[src/chbd_pkg.sv]
`timescale 1ns / 1ps

package chbd_pkg;

	localparam int MAX_LENGTH_DEF = 32;

	localparam int OP_W   = 2;
	localparam int IDX_W  = 6;
	localparam int WORD_W = 32;
	localparam int LEN_W  = 6;

	// value of max_code_length after reset
	localparam logic [LEN_W-1:0] MAX_LEN_RESET = 6'd32;

	typedef enum logic [OP_W-1:0] {
		OP_WR_FIRST = 2'd0,
		OP_WR_BASE  = 2'd1,
		OP_DECODE   = 2'd2,
		OP_SET_POS  = 2'd3
	} op_t;

endpackage

[src/canonical_huffman_bit_decoder.sv]
`timescale 1ns / 1ps

// channel  | direction | handshake                 | payload
// ---------+-----------+---------------------------+-------------------------------------------
// item     | in        | item_valid / item_stall   | op, table_index, table_value, code_bit
// result   | out       | result_valid / result_stall | symbol_rank, code_length, next_position,
//          |           |                           | length_error
// cfg      | in        | cfg_valid / cfg_ready     | cfg_data (max_code_length)
//
// One item per cycle sustained while no stalled result holds the input register. An accepted
// item sits in the input register while the decode step (one add/compare against the prefetched
// table entries) runs, and its result, if any, then moves into the result register (result_valid).
// The table entries for the next code length are read ahead from the two tables into registers.
// Reset clears the tables through per-entry valid bits; no sweep is needed.
// A stalled result only holds the input register when that item would emit a result.

module canonical_huffman_bit_decoder #(
	parameter int MAX_LENGTH = chbd_pkg::MAX_LENGTH_DEF
) (
	input  logic                            clk,
	input  logic                            arst_n,

	input  logic                            item_valid,
	output logic                            item_stall,
	input  logic [chbd_pkg::OP_W-1:0]       op,
	input  logic [chbd_pkg::IDX_W-1:0]      table_index,
	input  logic [chbd_pkg::WORD_W-1:0]     table_value,
	input  logic                            code_bit,

	output logic                            result_valid,
	input  logic                            result_stall,
	output logic [chbd_pkg::WORD_W-1:0]     symbol_rank,
	output logic [chbd_pkg::LEN_W-1:0]      code_length,
	output logic [chbd_pkg::WORD_W-1:0]     next_position,
	output logic                            length_error,

	input  logic                            cfg_valid,
	output logic                            cfg_ready,
	input  logic [chbd_pkg::LEN_W-1:0]      cfg_data
);

	localparam int DEPTH = MAX_LENGTH + 1;
	localparam int AW    = $clog2(DEPTH);

	// input register
	logic                            valid_s1;
	chbd_pkg::op_t                   op_s1;
	logic [chbd_pkg::IDX_W-1:0]      index_s1;
	logic [chbd_pkg::WORD_W-1:0]     value_s1;
	logic                            bit_s1;

	// decoder state
	logic [chbd_pkg::WORD_W-1:0]     partial_q;
	logic [chbd_pkg::LEN_W-1:0]      cur_len_q;
	logic [chbd_pkg::WORD_W-1:0]     pos_q;
	logic [chbd_pkg::LEN_W-1:0]      max_len_q;

	// tables and prefetched entries for length cur_len_q + 1
	logic [chbd_pkg::WORD_W-1:0]     first_mem [DEPTH];
	logic [chbd_pkg::WORD_W-1:0]     base_mem  [DEPTH];
	logic [DEPTH-1:0]                first_vld_q;
	logic [DEPTH-1:0]                base_vld_q;
	logic [chbd_pkg::WORD_W-1:0]     first_rd_q;
	logic [chbd_pkg::WORD_W-1:0]     base_rd_q;

	// result register
	logic                            res_valid_q;
	logic [chbd_pkg::WORD_W-1:0]     rank_q;
	logic [chbd_pkg::LEN_W-1:0]      len_q;
	logic [chbd_pkg::WORD_W-1:0]     npos_q;
	logic                            err_q;

	logic                            in_fire;
	logic                            fire;
	logic                            adv;
	logic                            is_decode;
	logic                            emit;
	logic                            len_err;
	logic                            hit;
	logic [chbd_pkg::LEN_W-1:0]      lim;
	logic [chbd_pkg::LEN_W-1:0]      len;
	logic [chbd_pkg::WORD_W-1:0]     pc_new;
	logic [chbd_pkg::WORD_W-1:0]     pos_inc;
	logic [chbd_pkg::WORD_W-1:0]     rank;

	logic [chbd_pkg::WORD_W-1:0]     partial_d;
	logic [chbd_pkg::LEN_W-1:0]      cur_len_d;
	logic [chbd_pkg::WORD_W-1:0]     pos_d;
	logic [chbd_pkg::LEN_W-1:0]      raddr_full;
	logic [AW-1:0]                   raddr;
	logic                            rd_ok;
	logic [AW-1:0]                   waddr;
	logic                            idx_ok;
	logic                            we_first;
	logic                            we_base;

	// decode step
	assign lim       = (max_len_q > chbd_pkg::LEN_W'(MAX_LENGTH)) ?
	                   chbd_pkg::LEN_W'(MAX_LENGTH) : max_len_q;
	assign len       = cur_len_q + 6'd1;
	assign pc_new    = {partial_q[chbd_pkg::WORD_W-2:0], bit_s1};
	assign pos_inc   = pos_q + 32'd1;
	assign len_err   = len > lim;
	assign hit       = pc_new >= first_rd_q;
	assign rank      = base_rd_q + pc_new - first_rd_q;
	assign is_decode = valid_s1 && (op_s1 == chbd_pkg::OP_DECODE);
	assign emit      = is_decode && (len_err || hit);

	// only an item that emits has to wait for the result register
	assign adv        = !(emit && res_valid_q && result_stall);
	assign fire       = valid_s1 && adv;
	assign item_stall = valid_s1 && !adv;
	assign in_fire    = item_valid && !item_stall;

	always_comb begin
		partial_d = partial_q;
		cur_len_d = cur_len_q;
		pos_d     = pos_q;
		if (fire) begin
			unique case (op_s1)
				chbd_pkg::OP_SET_POS: begin
					pos_d     = value_s1;
					partial_d = '0;
					cur_len_d = '0;
				end
				chbd_pkg::OP_DECODE: begin
					pos_d = pos_inc;
					if (len_err || hit) begin
						partial_d = '0;
						cur_len_d = '0;
					end else begin
						partial_d = pc_new;
						cur_len_d = len;
					end
				end
				chbd_pkg::OP_WR_FIRST,
				chbd_pkg::OP_WR_BASE: begin
				end
				default: begin
				end
			endcase
		end
	end

	// prefetch address follows the length the next bit will reach;
	// past the deepest length the next bit is an error and the entry is unused
	assign raddr_full = cur_len_d + 6'd1;
	assign raddr      = raddr_full[AW-1:0];
	assign rd_ok      = raddr_full <= chbd_pkg::LEN_W'(MAX_LENGTH);
	assign waddr      = index_s1[AW-1:0];
	assign idx_ok     = index_s1 <= chbd_pkg::IDX_W'(MAX_LENGTH);
	assign we_first   = fire && (op_s1 == chbd_pkg::OP_WR_FIRST) && idx_ok;
	assign we_base    = fire && (op_s1 == chbd_pkg::OP_WR_BASE) && idx_ok;

	always_ff @(posedge clk) begin
		if (we_first) begin
			first_mem[waddr] <= value_s1;
		end
		if (we_base) begin
			base_mem[waddr] <= value_s1;
		end
	end

	always_ff @(posedge clk or negedge arst_n) begin
		if (!arst_n) begin
			first_vld_q <= '0;
			base_vld_q  <= '0;
			first_rd_q  <= '0;
			base_rd_q   <= '0;
		end else begin
			if (we_first) begin
				first_vld_q[waddr] <= 1'b1;
			end
			if (we_base) begin
				base_vld_q[waddr] <= 1'b1;
			end
			// write-through so a table write is seen by the very next bit
			if (we_first && (waddr == raddr)) begin
				first_rd_q <= value_s1;
			end else if (rd_ok && first_vld_q[raddr]) begin
				first_rd_q <= first_mem[raddr];
			end else begin
				first_rd_q <= '0;
			end
			if (we_base && (waddr == raddr)) begin
				base_rd_q <= value_s1;
			end else if (rd_ok && base_vld_q[raddr]) begin
				base_rd_q <= base_mem[raddr];
			end else begin
				base_rd_q <= '0;
			end
		end
	end

	// input register
	always_ff @(posedge clk or negedge arst_n) begin
		if (!arst_n) begin
			valid_s1 <= 1'b0;
		end else if (in_fire) begin
			valid_s1 <= 1'b1;
		end else if (adv) begin
			valid_s1 <= 1'b0;
		end
	end

	always_ff @(posedge clk) begin
		if (in_fire) begin
			op_s1    <= chbd_pkg::op_t'(op);
			index_s1 <= table_index;
			value_s1 <= table_value;
			bit_s1   <= code_bit;
		end
	end

	// state and config
	always_ff @(posedge clk or negedge arst_n) begin
		if (!arst_n) begin
			partial_q <= '0;
			cur_len_q <= '0;
			pos_q     <= '0;
			max_len_q <= chbd_pkg::MAX_LEN_RESET;
		end else begin
			partial_q <= partial_d;
			cur_len_q <= cur_len_d;
			pos_q     <= pos_d;
			if (cfg_valid && cfg_ready) begin
				max_len_q <= cfg_data;
			end
		end
	end

	assign cfg_ready = 1'b1;

	// result register
	always_ff @(posedge clk or negedge arst_n) begin
		if (!arst_n) begin
			res_valid_q <= 1'b0;
		end else if (fire && emit) begin
			res_valid_q <= 1'b1;
		end else if (!result_stall) begin
			res_valid_q <= 1'b0;
		end
	end

	always_ff @(posedge clk) begin
		if (fire && emit) begin
			rank_q <= len_err ? '0 : rank;
			len_q  <= len;
			npos_q <= pos_inc;
			err_q  <= len_err;
		end
	end

	assign result_valid  = res_valid_q;
	assign symbol_rank   = rank_q;
	assign code_length   = len_q;
	assign next_position = npos_q;
	assign length_error  = err_q;

	// the partial length never reaches the table depth
	a_len_range: assert property (@(posedge clk) disable iff (!arst_n)
		cur_len_q <= chbd_pkg::LEN_W'(MAX_LENGTH))
		else $error("partial code length out of range");

	// an error beat carries a zero rank
	a_err_rank: assert property (@(posedge clk) disable iff (!arst_n)
		(result_valid && length_error) |-> (symbol_rank == '0))
		else $error("length error with nonzero rank");

	// a decoded code is at least one bit and within the limit in force
	a_len_ok: assert property (@(posedge clk) disable iff (!arst_n)
		(fire && emit && !len_err) |=> (code_length != '0 && code_length <= $past(lim)))
		else $error("decoded code length out of range");

	// a position load restarts at a code boundary
	a_set_pos: assert property (@(posedge clk) disable iff (!arst_n)
		(fire && op_s1 == chbd_pkg::OP_SET_POS) |=>
		(cur_len_q == '0 && partial_q == '0 && pos_q == $past(value_s1)))
		else $error("position load did not restart decoding");

	// the input side stalls only with an item held that wants the result register
	a_stall: assert property (@(posedge clk) disable iff (!arst_n)
		item_stall |-> (emit && res_valid_q))
		else $error("stall without a blocked result");

endmodule

[config.mk]
export PLATFORM = sky130hd
export DESIGN_NAME = canonical_huffman_bit_decoder
export DESIGN_NICKNAME = d
export VERILOG_FILES = /design/src/chbd_pkg.sv /design/src/canonical_huffman_bit_decoder.sv
export SDC_FILE = /design/constraint.sdc
export NUM_CORES = 2
export LEC_CHECK = 0
export BUFFER_PORTS_ARGS = -buffer_cell sky130_fd_sc_hd__buf_2
export CORE_MARGIN = 4
export CORE_UTILIZATION = 60
export DETAILED_ROUTE_END_ITERATION = 6
export GPL_ROUTABILITY_DRIVEN = 0
export HOLD_SLACK_MARGIN = 0.12
export PLACE_DENSITY = 0.76
export SYNTH_ARGS = -nofsm -noshare
export SYNTH_HDL_FRONTEND = slang
export SYNTH_SLANG_ARGS = --single-unit
[constraint.sdc]
create_clock -name clk -period 15.8 [get_ports clk]
set_input_delay 2.37 -clock clk [delete_from_list [all_inputs] [get_ports clk]]
set_output_delay 2.37 -clock clk [all_outputs]
set_load 0.05 [all_outputs]
; ---- Word level (Yosys, flattened, before mapping)
; Memory sizes are Yosys's and may differ from the RTL's.
; Index checks and enable logic that the tools add are counted.
[totals]
ff_bits = 319
mem_bits_rw = 2112
n_memories = 2
[classes]
add_sub_neg = 5
magnitude_cmp = 8
n_eq_ne = 6
n_mux = 25
bitwise_logic = 2
n_reduce_logical = 23
[memory_table]
columns = memory, depth, word_bits, rd, rd_ports_with_merged_regs, write_ports, line_no
row1 = base_mem, 33, 32, 1, 0, 1, canonical_huffman_bit_decoder.sv:60  ; logic [chbd_pkg::WORD_W-1:0] base_mem [DEPTH];
row2 = first_mem, 33, 32, 1, 0, 1, canonical_huffman_bit_decoder.sv:59  ; logic [chbd_pkg::WORD_W-1:0] first_mem [DEPTH];
[ops]
columns = operator, n
row1 = 32-bit two-way mux, 4
row2 = 33-bit OR, 2
row3 = 32-bit case mux with 2 select lines, 1
row4 = 31-bit case mux with 2 select lines, 1
row5 = "32-bit by 1-bit adder with 32-bit output, second input constant", 1
row6 = 32-bit adder, 1
row7 = 32-bit greater-or-equal comparator, 1
row8 = 32-bit subtractor, 1
row9 = 31-bit two-way mux, 1
row10 = 6-bit two-way mux, 3
row11 = 1-bit logical AND, 17
row12 = "6-bit by 7-bit less-than comparator with 1-bit output, second input constant", 2
row13 = "6-bit by 1-bit adder with 6-bit output, second input constant", 2
row14 = 1-bit binary-select mux with 6-bit select, 2
row15 = "6-bit less-or-equal comparator, second input constant", 2
row16 = 6-bit case mux with 2 select lines, 1
row17 = 1-bit two-way mux, 11
row18 = 1-bit demux with 6-bit select, 1
row19 = 6-bit == test, 1
row20 = "6-bit by 1-bit greater-or-equal comparator with 1-bit output, second input constant", 1
row21 = 6-bit > comparator, 1
row22 = "6-bit > comparator, second input constant", 1
row23 = "2-bit == test, second input constant", 2
row24 = "2-bit by 1-bit == test with 1-bit output, second input constant", 1
row25 = 7 further kinds, 8

; ---- Longest topological paths before layout
[depth]
word_depth = 16
ltp_mapped = 28
mapped_depth_nobuf = 19

; ---- Worst setup path before layout
; Ideal clock, no wire load.
[synth_path]
kind = input -> register
from = input port result_stall
to = register first_rd_q[10] in the netlist's numbering
setup_time_ns = 0.121
t_arrival_ns = 6.816
required_time_ns = 15.679
slack_ns = 8.862
path_stages = 20
n_path_buf = 9
path_cell_list = nand2_1 nor2_1 nor2_1 a21oi_1 mux2_2 buf_4 buf_2 buf_4 buf_4 ha_1 clkbuf_1 clkbuf_1 clkbuf_1 clkbuf_1 clkbuf_1 mux4_2 mux2i_1 o2111ai_1 nand3_1 a21oi_2
[synth_between]
elab_chain_cells = 10
word_cells_on_any_way = 16
classes_between = add/sub: 1 / order compare: 1 / eq/ne: 1 / mux: 5 / reduce/logical: 7 / memory: 1
[synth_rtl]
columns = item, line_no
row1 = "start, declared", canonical_huffman_bit_decoder.sv:31  ; input logic result_stall,
row2 = 1-bit logical AND *, canonical_huffman_bit_decoder.sv:110  ; assign adv = !(emit && res_valid_q && result_stall);
row3 = 1-bit logical NOT *, canonical_huffman_bit_decoder.sv:110
row4 = 1-bit logical AND *, canonical_huffman_bit_decoder.sv:111  ; assign fire = valid_s1 && adv;
row5 = 6-bit two-way mux *, canonical_huffman_bit_decoder.sv:119  ; if (fire) begin
row6 = "named net cur_len_d, one bit", canonical_huffman_bit_decoder.sv:87  ; logic [chbd_pkg::LEN_W-1:0] cur_len_d;
row7 = 6-bit by 1-bit adder with 6-bit output *, canonical_huffman_bit_decoder.sv:147  ; assign raddr_full = cur_len_d + 6'd1;
row8 = 1-bit binary-select mux with 6-bit select, canonical_huffman_bit_decoder.sv:180  ; end else if (rd_ok && first_vld_q[raddr]) begin
row9 = 1-bit two-way mux (not written as such), canonical_huffman_bit_decoder.sv:180
row10 = 1-bit logical AND, canonical_huffman_bit_decoder.sv:180
row11 = 32-bit two-way mux, canonical_huffman_bit_decoder.sv:180
row12 = 32-bit two-way mux *, canonical_huffman_bit_decoder.sv:178  ; if (we_first && (waddr == raddr)) begin
row13 = "end signal, assigned", canonical_huffman_bit_decoder.sv:179  ; first_rd_q <= value_s1;
row14 = "end signal, assigned", canonical_huffman_bit_decoder.sv:181  ; first_rd_q <= first_mem[raddr];
row15 = "end, declared", canonical_huffman_bit_decoder.sv:63  ; logic [chbd_pkg::WORD_W-1:0] first_rd_q;
; Mark *: on every way through the listed nets, which the timed path passes. The rest lies on a longest branch. The select of a mux whose other input is x is not followed.
; A chain may end at the register's enable or synchronous reset.

; ---- Worst setup path in the final report
[layout_path]
from = register cur_len_q[0] in the netlist's numbering
to = register first_rd_q[0] in the netlist's numbering
[layout_between]
elab_chain_cells = 15
word_cells_on_any_way = 23
classes_between = add/sub: 2 / order compare: 2 / eq/ne: 1 / mux: 7 / reduce/logical: 10 / memory: 1
[layout_rtl]
columns = item, line_no
row1 = "start, declared", canonical_huffman_bit_decoder.sv:54  ; logic [chbd_pkg::LEN_W-1:0] cur_len_q;
row2 = "start signal, assigned", canonical_huffman_bit_decoder.sv:224  ; cur_len_q <= cur_len_d;
row3 = 6-bit by 1-bit adder with 6-bit output *, canonical_huffman_bit_decoder.sv:100  ; assign len = cur_len_q + 6'd1;
row4 = "named net len, one bit", canonical_huffman_bit_decoder.sv:81  ; logic [chbd_pkg::LEN_W-1:0] len;
row5 = 6-bit > comparator, canonical_huffman_bit_decoder.sv:103  ; assign len_err = len > lim;
row6 = 1-bit logical OR, "canonical_huffman_bit_decoder.sv:107, canonical_huffman_bit_decoder.sv:128"
row7 = 1-bit logical AND, canonical_huffman_bit_decoder.sv:107  ; assign emit = is_decode && (len_err || hit);
row8 = 1-bit logical AND (2 in series), canonical_huffman_bit_decoder.sv:110
row9 = 1-bit logical NOT, canonical_huffman_bit_decoder.sv:110
row10 = 1-bit logical AND, canonical_huffman_bit_decoder.sv:111
row11 = 6-bit two-way mux, canonical_huffman_bit_decoder.sv:119
row12 = 6-bit by 1-bit adder with 6-bit output, canonical_huffman_bit_decoder.sv:147
row13 = 1-bit binary-select mux with 6-bit select, canonical_huffman_bit_decoder.sv:180
row14 = 1-bit two-way mux (not written as such), canonical_huffman_bit_decoder.sv:180
row15 = 1-bit logical AND, canonical_huffman_bit_decoder.sv:180
row16 = 32-bit two-way mux, canonical_huffman_bit_decoder.sv:180
row17 = 32-bit two-way mux *, canonical_huffman_bit_decoder.sv:178
; Marked as above.

==> impl_results.md <==
* Outcome: complete, no violations
* # hold bufs at CTS at 0
* Leakage at 36.5 nW
* Final Util at 67.4%
* DR WL/cell at 32.5 µm
* Final Critical Period at 8.75 ns
* CP startpoint kind: flop
* Max Fclk at 114 MHz
* Setup Crit Path Kind: flop to flop
* Placed cell area at 0.101 mm²
* Max-Cap Viols at 0
* Area of the mapped netlist at 0.0967 mm²
* Post-route clock skew at 0.0480 ns
* Synth Area per Inst at 19.5 µm²
* Cells after Synth at 4949
* Standard-cell rows at 147
* PnR worst setup slack at 7.05 ns
* GRT overflow at 0
* Core area at 0.160 mm²
* IO Pins at 126
* Post-route clock period utilization at 55.4%
* Fraction of layout instances using a drive strength above 1 at 24.0%
* Setup TNS Final at 0 ns
* Worst Path Max Fanout at 126
* Pin count of the biggest net entering global routing at 196
* Min-Delay Path Depth at 1
* Post-CTS Resized at 0
* Global-route wire length before repair at 357000 µm
* Register bit total from synthesis at 2431
* DRT iter0 DRCs at 7943
* Yosys warning total at 0
* Maximum VDD drop at 0.243 mV
* FF-to-FF End: first_rd_q[0]
* Unique masters post-synth at 73
* Clk slew on worst S/H paths at 0.06 ns
* Switching pwr at 0.00530 W
* Number of port buffers at 124
* DRC at 0
* Slew Viols, Final at 0
* Unrepaired setup endpoints after global routing: false
* Antenna violations before repair at 12
* Final setup viols at 0
* H-Tree Depth at 4
* Sw frac at 29.6%
* Layout Nets at 5341
* Met1 global-route usage at 42.6%
* TritonCTS Sinks at 2431
* Combinational cell fraction of total power at 28.2%
* Met2 Usage GRT at 43.5%
* Total length of routed wires at 245000 µm
* Worst Setup EP: first_rd_q[0]
* Total track usage at 29.7%
* Worst path required time at 16.48 ns
* Max clock buf depth at 3
* HPWL after detailed placement at 129000 µm
* GR peak layer: met2
* Synth Flop Type: edfxtp_1
* Clk Latency, worst-skew pair at 0.87 ns
* WP data arrival at 9.43 ns
* Met3 Resource Use GR at 8.65%
* Post-CTS setup buffer count at 0
* CP startpoint: cur_len_q[0]
* Die X-Extent at 409 µm
* Register area share after synthesis at 74.4%
* Finished Cell Area at 0.108 mm²
* P&R area growth vs syn at 11.8%
* Clk network pwr share at 30.5%
* Vias per cell at 6.70
* Post-Place Setup Slack at 6.99 ns
* ANT nets after route at 0
* Slew at the pin with the worst max-slew slack at 1.43 ns
* PwrDens at 166 mW/mm²
* Total CTS buffers at 228
* Worst setup EP type: flop
* Hold Fails Final Rpt at 0
* Reg power frac at 41.3%
* DR vias at 50524
* Syn_nets at 5105
* Root Driver: clkbuf_16
* Worst reg-to-reg path cell count at 19
* Drt pass-1 iters at 5
* Reg2reg start: cur_len_q[0]
* Internal power at 0.0126 W
* Vias in the first global route at 51048
* FILL cells at 10026
* CTS tree: done
* Die area at 0.168 mm²
* Worst hold-check path type: flop to flop
* Reg2Reg Setup Slack at 7.05 ns
* Worst slew margin at 4.47%
* Post-synth EDFFs at 2224
* Chip height at 409 µm
* Initial Util at 60.3%
* Fraction of registers with async set/reset at 8.52%
[critical path, cell delays in order, from the launching register on]
cell,delay (ns)
dfrtp_1,0.51
ha_1,0.28
nand3_1,0.12
xnor2_1,0.39
ha_1,0.35
a21oi_1,0.17
a21boi_1,0.08
o32a_2,0.65
or4b_4,0.70
nor2_4,0.79
mux2_8,0.87
ha_4,0.76
buf_12,0.63
mux4_2,0.41
mux2i_1,0.53
nand2_1,0.11
nand3_1,0.20
and4_1,0.22
buf_4,0.45
a21oi_1,0.11
[through the flow]
stage	std cells	total power, W	hold slack [ns]
finish	7546	0.0179	0.462
global route	7545	0.0186	0.480
CTS	7545	0.0180	0.461
detailed placement	7115	0.0126	0.447
global placement	7114	0.0125	0.446
floorplan	4949	0.0113	0.434
[layout make-up]
type                       count  area [µm²]  share of cell area, %
tap                         2160        2700                   2.50
clock buffer                 303        6130                   5.67
sequential                  2431       72000                   66.6
antenna                        1        2.50                0.00231
timing repair buffer         267        1790                   1.66
inverter                     171         642                  0.594
multi-input combinational   2086       23500                   21.7
clock inverter               127        1360                   1.26
[worst min path at each step]
stage	slack (ns)	start	to
3_3_place_gp	0.45	first_vld_q[23]	first_vld_q[23]
2_1_floorplan	0.43	base_vld_q[11]	base_vld_q[11]
3_5_place_dp	0.45	first_vld_q[3]	first_vld_q[3]
4_1_cts	0.46	first_vld_q[3]	first_vld_q[3]
6_report	0.46	first_vld_q[11]	first_vld_q[11]
5_1_grt	0.48	base_vld_q[15]	base_vld_q[15]
[cells in the mapped netlist, types with 5 or more instances]
| cell | count | area, µm² |
|---|---|---|
| edfxtp_1 | 2224 | 66800 |
| xor2_1 | 27 | 236 |
| buf_1 | 10 | 37.5 |
| nor4_1 | 5 | 31.3 |
| fa_1 | 31 | 621 |
| o21ai_0 | 55 | 275 |
| o2111ai_1 | 64 | 561 |
| mux2_2 | 9 | 101 |
| buf_4 | 33 | 248 |
| and3_1 | 18 | 113 |
| a221oi_1 | 65 | 569 |
| nand3_1 | 190 | 951 |
| a221o_1 | 6 | 60.1 |
| or2_2 | 68 | 425 |
| nand2b_1 | 12 | 75.1 |
| a21oi_1 | 117 | 586 |
| a21o_1 | 10 | 75.1 |
| clkbuf_1 | 159 | 597 |
| buf_2 | 56 | 280 |
| a211oi_1 | 6 | 45.0 |
| inv_1 | 171 | 642 |
| nor2b_1 | 15 | 93.8 |
| a31oi_1 | 5 | 31.3 |
| mux2i_1 | 215 | 2150 |
| and2_1 | 7 | 43.8 |
| ha_1 | 73 | 913 |
| nand4_1 | 12 | 75.1 |
| mux4_2 | 528 | 11900 |
| nor2_1 | 195 | 732 |
| nand2_1 | 146 | 548 |
| nor3_1 | 26 | 130 |
| nand3b_1 | 35 | 263 |
| dfrtp_1 | 206 | 5150 |
| a22o_1 | 34 | 298 |
| xnor2_1 | 41 | 359 |
| a22oi_1 | 11 | 82.6 |
[sequential cells by signal (all words and copies together) (netlist names), 2 cells and up]
| register | count |
|---|---|
| code_length | 6 |
| first_vld_q | 33 |
| base_rd_q | 32 |
| op_s1 | 2 |
| first_mem | 1056 |
| max_len_q | 6 |
| first_rd_q | 32 |
| cur_len_q | 6 |
| value_s1 | 32 |
| partial_q | 31 |
| symbol_rank | 32 |
| base_mem | 1056 |
| index_s1 | 6 |
| next_position | 32 |
| pos_q | 32 |
| base_vld_q | 33 |
[kinds of logic (layout without fill, tap and decap cells)]
logic type | count (synthesis) | count (layout) | share of synthesized area (%)
AOI/OAI and AO/OA | 410 | 410 | 3.02
buffers and inverters | 432 | 868 | 1.90
muxes | 752 | 752 | 14.6
adders and majority gates | 104 | 104 | 1.59
DFF | 2431 | 2431 | 74.4
and+or+nand+nor | 750 | 750 | 3.79
other | 1 | 2 | 0.00388
xor gates and xnor gates | 69 | 69 | 0.633
[power groups by stage]
stage / Sequential, W / Combinational (W) / Clock [W]
finish: 0.00739 / 0.00506 / 0.00547
global route: 0.00740 / 0.00543 / 0.00581
floorplan: 0.00770 / 0.00364 / 0
CTS: 0.00739 / 0.00508 / 0.00552
global placement: 0.00752 / 0.00498 / 0
detailed placement: 0.00752 / 0.00504 / 0
[layer usage]
layer	routed length, µm	part of all wire (%)	vias up
li1	-	-	20438
met1	88200	36	25995
met2	110000	45	3577
met3	35500	14	506
met4	11200	4.6	8
met5	44	0.018	-
[cells in the final DEF, fill, tap and decap left out, types with 41 or more instances in the layout]
master,synthesis,layout
a21oi_1,117,115
a221oi_1,65,65
buf_2,56,123
buf_4,33,136
clkbuf_1,159,63
clkbuf_16,0,230
clkinv_1,0,41
dfrtp_1,206,206
edfxtp_1,2224,2224
ha_1,73,72
inv_1,171,171
mux2i_1,215,215
mux4_2,528,528
nand2_1,146,146
nand3_1,190,190
nor2_1,195,129
nor2_4,1,67
o2111ai_1,64,64
o21ai_0,55,55
or2_2,68,68
Power figures use the tool's default switching activity.
